$ cat config.mk
export PLATFORM = sky130hd
export DESIGN_NAME = srbsm_eval
export DESIGN_NICKNAME = d
export VERILOG_FILES = /design/src/hw/rtl/srbsm_pkg.sv /design/src/hw/rtl/srbsm_eval.sv
export SDC_FILE = /design/constraint.sdc
export NUM_CORES = 1
export LEC_CHECK = 0
export BUFFER_PORTS_ARGS = -buffer_cell sky130_fd_sc_hd__buf_4
export CORE_AREA = 2 2 127 80
export DETAILED_ROUTE_END_ITERATION = 6
export DIE_AREA = 0 0 129 82
export GPL_TIMING_DRIVEN = 0
export PLACE_DENSITY = 0.82
export SETUP_SLACK_MARGIN = 0.05
export SLEW_MARGIN = 20
export SYNTH_ARGS = -nofsm -noshare
export SYNTH_HDL_FRONTEND = slang
export SYNTH_SLANG_ARGS = --single-unit
$ cat constraint.sdc
create_clock -name clk -period 10.8 [get_ports clk]
set_clock_uncertainty 0.05 [all_clocks]
set_input_delay 1.08 -clock clk [delete_from_list [all_inputs] [get_ports clk]]
set_output_delay 1.08 -clock clk [all_outputs]
set_load 0.05 [all_outputs]
$ cat src/hw/rtl/srbsm_pkg.sv
// shared constants and types for the split row best match block
// no dependencies
package srbsm_pkg;

  localparam int MAX_LEAVES_DEF = 64;
  localparam int TABLE_ROWS_DEF = 256;

  // fixed field widths on the channels
  localparam int OP_W     = 1;
  localparam int IDX_W    = 8;
  localparam int MASK_W   = 64;
  localparam int CNT_W    = 7;
  localparam int LC_W     = 7;
  // popcount tree is built for the widest leaf set
  localparam int LEAF_PAD = 64;

  localparam logic [OP_W-1:0] OP_LOAD  = 1'b0;
  localparam logic [OP_W-1:0] OP_QUERY = 1'b1;

  // status of one row leaving the compare and count unit
  typedef struct packed {
    logic vld;
    logic hit;
  } eval_stat_t;

endpackage

$ cat src/hw/rtl/srbsm_eval.sv
// shared compare and popcount unit, one stored row per cycle, registered result
// depends on srbsm_pkg
module srbsm_eval import srbsm_pkg::*; #(
  parameter int MAX_LEAVES = MAX_LEAVES_DEF
) (
  input  logic                             clk,
  input  logic                             rst,
  input  logic                             in_vld,
  input  logic                             row_ok,
  input  logic [MAX_LEAVES-1:0]            row,
  input  logic [MAX_LEAVES-1:0]            query,
  input  logic [MAX_LEAVES-1:0]            lmask,
  output eval_stat_t                       stat,
  output logic [$clog2(MAX_LEAVES+1)-1:0]  cost
);

  localparam int CW = $clog2(MAX_LEAVES + 1);

  logic [MAX_LEAVES-1:0] side_a;
  logic [MAX_LEAVES-1:0] pop_op;
  logic                  is_sub;
  logic                  is_dis;
  logic [LEAF_PAD-1:0]   pc_in;
  logic [1:0]            p1 [LEAF_PAD/2];
  logic [2:0]            p2 [LEAF_PAD/4];
  logic [3:0]            p3 [LEAF_PAD/8];
  logic [4:0]            p4 [LEAF_PAD/16];
  logic [5:0]            p5 [LEAF_PAD/32];
  logic [6:0]            p6;

  always_comb begin
    side_a = row & lmask;
    is_sub = ((query & ~side_a) == '0);
    is_dis = ((query & side_a) == '0);
    // one count serves both sides: the row side or its complement
    pop_op = is_sub ? (side_a & ~query) : (lmask & ~side_a & ~query);
    pc_in  = LEAF_PAD'(pop_op);
    for (int i = 0; i < LEAF_PAD/2; i++) begin
      p1[i] = {1'b0, pc_in[2*i]} + {1'b0, pc_in[2*i+1]};
    end
    for (int i = 0; i < LEAF_PAD/4; i++) begin
      p2[i] = {1'b0, p1[2*i]} + {1'b0, p1[2*i+1]};
    end
    for (int i = 0; i < LEAF_PAD/8; i++) begin
      p3[i] = {1'b0, p2[2*i]} + {1'b0, p2[2*i+1]};
    end
    for (int i = 0; i < LEAF_PAD/16; i++) begin
      p4[i] = {1'b0, p3[2*i]} + {1'b0, p3[2*i+1]};
    end
    for (int i = 0; i < LEAF_PAD/32; i++) begin
      p5[i] = {1'b0, p4[2*i]} + {1'b0, p4[2*i+1]};
    end
    p6 = {1'b0, p5[0]} + {1'b0, p5[1]};
  end

  always_ff @(posedge clk) begin
    if (rst) begin
      stat <= '0;
    end else begin
      stat.vld <= in_vld;
      stat.hit <= in_vld & row_ok & (is_sub | is_dis);
    end
    cost <= CW'(p6);
  end

endmodule

==> summary.md <==
| Metric | Value |
|---|---|
| Max Clk Rate | `approximately 0.11 GHz` |
| Cell total after placement | `~850` |
| Tightest Pin Transition | `between 1000 and 1500 ps` |
| Largest net degree at the start of global routing | `11` |
| Worst vdd rail ir drop | `about 0.11 mV` |
| Final setup violation count | `0` |
| Pwr dens | `approximately 120 nW/um^2` |
| Yosys warnings | `0` |
| Post-synth EDFFs | `0` |
| Sequential share of the synthesized area | `~3.9%` |
| Static leakage | `~2.8 nW` |
| Multi-input logic area | `around 4100 um^2` |
| DR DRC count | `0` |
| Final min period | `roughly 9500 ps` |
| Class of the worst hold path | `input port to flop` |
| Adder-Cell Fraction of Synth Area | `around 28%` |
| Area grow syn2layout | `38.9%` |
| Total Nets Final | `980` |
| Post-cts sizing count | `0` |
| Setup CP Type | `input port to flop` |
| TritonCTS clock tree | `built` |
| Area of the die | `between 10000 and 15000 um^2` |
| Most frequent cells in the layout | `buf_4, mux2i_1, nand3_1, fa_1, inv_1` |
| Final Hold Viols | `0` |
| Die Width | `around 130 um` |
| Grt ovf | `0` |
| WL final | `17400 um` |
| Synth unique cells | `28` |
| Largest family of logic cells by synthesized area | `simple AND/OR/NAND/NOR gates` |
| Initial DRC count | `about 310` |
| GRT Overall Usage | `approximately a third` |
| #FFs+latches synth | `9` |
| Sequential cell area | `between 150 and 200 um^2` |
| Core area | `9490 um^2` |
| Max-Cap Viols | `0` |
| Mux contribution to synthesized area | `14.0%` |
| Mapped cell area | `between 4000 and 5000 um^2` |
| Die Ht | `82 um` |
| Fin. max-slew vios | `0` |
| Top cells by area, synth | `fa_1, mux2i_1, and3b_1` |
| First-pass GRT wire length | `approximately 25000 um` |
| Clock sinks | `9` |
| Setup TNS Final | `0 ps` |
| Worst EP required | `~11000 ps` |
| Initial core utilization | `between 40% and 50%` |
| DR pass1 iterations | `5` |
| I/O pin count | `between 200 and 250` |
| Fillcell total | `approximately 810` |
| Syn Nets | `around 770` |
| Clock Pin Slew Worst Setup and Hold Paths | `40 ps` |
| Antenna-violating nets left | `0` |
| Row count | `28` |
| Vias in the first global route | `4710` |
| Most common cell after layout, fill and taps aside | `buf_4` |
| DP Wirelength | `15400 um` |
| Max FO, Critical Path | `10` |
| Total number of vias | `roughly 5000` |
| Buffer count from post-CTS setup fixing | `0` |
| Non-filler cells, final | `~850` |
| Root Buffer | `clkbuf_16` |
| Post-Synth XOR/XNOR Area | `0.766%` |
| Synth Area in Simple Gates | `roughly a third` |
| Asr flop ratio synth | `0%` |
| Hold_buf cts | `0` |
| Diodes inserted | `0` |
| Worst Path Arrival | `roughly 9600 ps` |
| Routed vias/inst | `between 5 and 6` |
| Synth area leader | `fa_1` |
| Cells after synthesis | `506` |
| Compound-gate portion of the synthesized area | `roughly an eighth` |
| Buffers on Ports | `204` |
| H-tree depth | `1` |
| Startpoint type of the worst setup path | `input port` |
| Crit end category | `flop` |
| Mean Syn Cell Area | `~9.0 um^2` |
| Area share of the largest cell type after synthesis | `a little under a quarter` |
| Layout cell share with drive strength beyond 1 | `between 30% and 40%` |
| Run status | `completed` |
| Gpl congestion | `approximately 0.95` |
| Cts bufs inserted | `3` |
| Period utilization | `between 80 and 90%` |
| Max clock buf depth | `2` |
| Post-synth top flop | `dfxtp_1` |
| RSZ-0062 raised after global routing | `no` |
| Initial antenna violation count | `1` |
| Worst slew margin relative to its limit | `a little over an eighth` |
| Avg WL per Cell | `a little over 20 um` |
## sequential cells by signal, indices dropped and copies added, names as in the netlist
signal / flops
cost: 7
stat: 2
## worst paths after layout
kind / from / to / slack [ps] / cells after the start
worst max-delay path: query[14] / cost[6]$_DFF_P_ / 1300 / 24
worst min-delay path: rst / stat[1]$_SDFF_PP0_ / 960 / 2
## cells in the mapped netlist, types with 20 or more instances
cell,instances
a21boi_0,24
a21boi_1,24
and3b_1,43
fa_1,54
inv_1,45
mux2i_1,64
nand3_1,64
nand3b_1,21
nand4_1,20
nor3b_1,43
or3b_2,21
## layout make-up
cell class / instances / share of cell area (%)
sequential: 9 / 2.84
inverter: 45 / 2.66
tap: 135 / 2.66
buffer: 7 / 1.87
multi-input combinational: 445 / 64.6
timing repair buffer: 204 / 24.1
clock buffer: 4 / 1.24
## cell families (layout without fill, tap and decap cells)
group                    count (synthesis)  count (layout)
adder cells (fa/ha/maj)                 69              69
AND/OR/NAND/NOR                        235             235
flip-flops                               9               9
multiplexers                            64              64
buffers and inverters                   52             260
AO/OA/AOI/OAI                           73              73
XOR/XNOR                                 4               4
## layer usage
layer / vias to the layer above / global-route usage [%] / wire (um)
met1: 2389 / 45.9 / 7780
li1: 2322 / - / -
met2: 293 / 50.0 / 7460
met3: 15 / 7.30 / 1930
met5: - / 0 / 0
met4: 0 / 4.57 / 185
## through the flow
step,util [%],setup slack [ps],area [um^2],hold slack (ps),power [mW]
2_1_floorplan,-,2750,4570,1110,0.468
3_3_place_gp,66.1,1360,6270,1200,0.650
6_report,66.9,1300,6350,962,0.755
5_1_grt,66.9,1230,6350,971,0.820
3_5_place_dp,66.1,1280,6270,1210,0.681
4_1_cts,66.9,1510,6350,960,0.752
## worst max-delay path, stage by stage
cell and delay, ps:
buf_4 120, a21boi_0 170, a2111oi_0 1090, nand4_1 280, nor4_2 400, buf_6 260, buf_12 190, mux2i_1 480
fa_1 550, fa_1 550, fa_1 460, fa_1 500, fa_1 580, fa_1 440, fa_1 500, inv_1 50
fa_1 430, ha_1 240, fa_1 470, a21o_1 220, a21oi_1 230, inv_1 60, a21oi_1 140, o21bai_1 70
## report_power, final
part | total (mW) | internal, mW | switching, mW
logic | 0.634 | 0.287 | 0.347
clock network | 0.0682 | 0.0496 | 0.0186
registers | 0.0535 | 0.0512 | 0.00234
total | 0.755 | 0.388 | 0.368
Note: power is estimated with default switching activity, not from simulation.
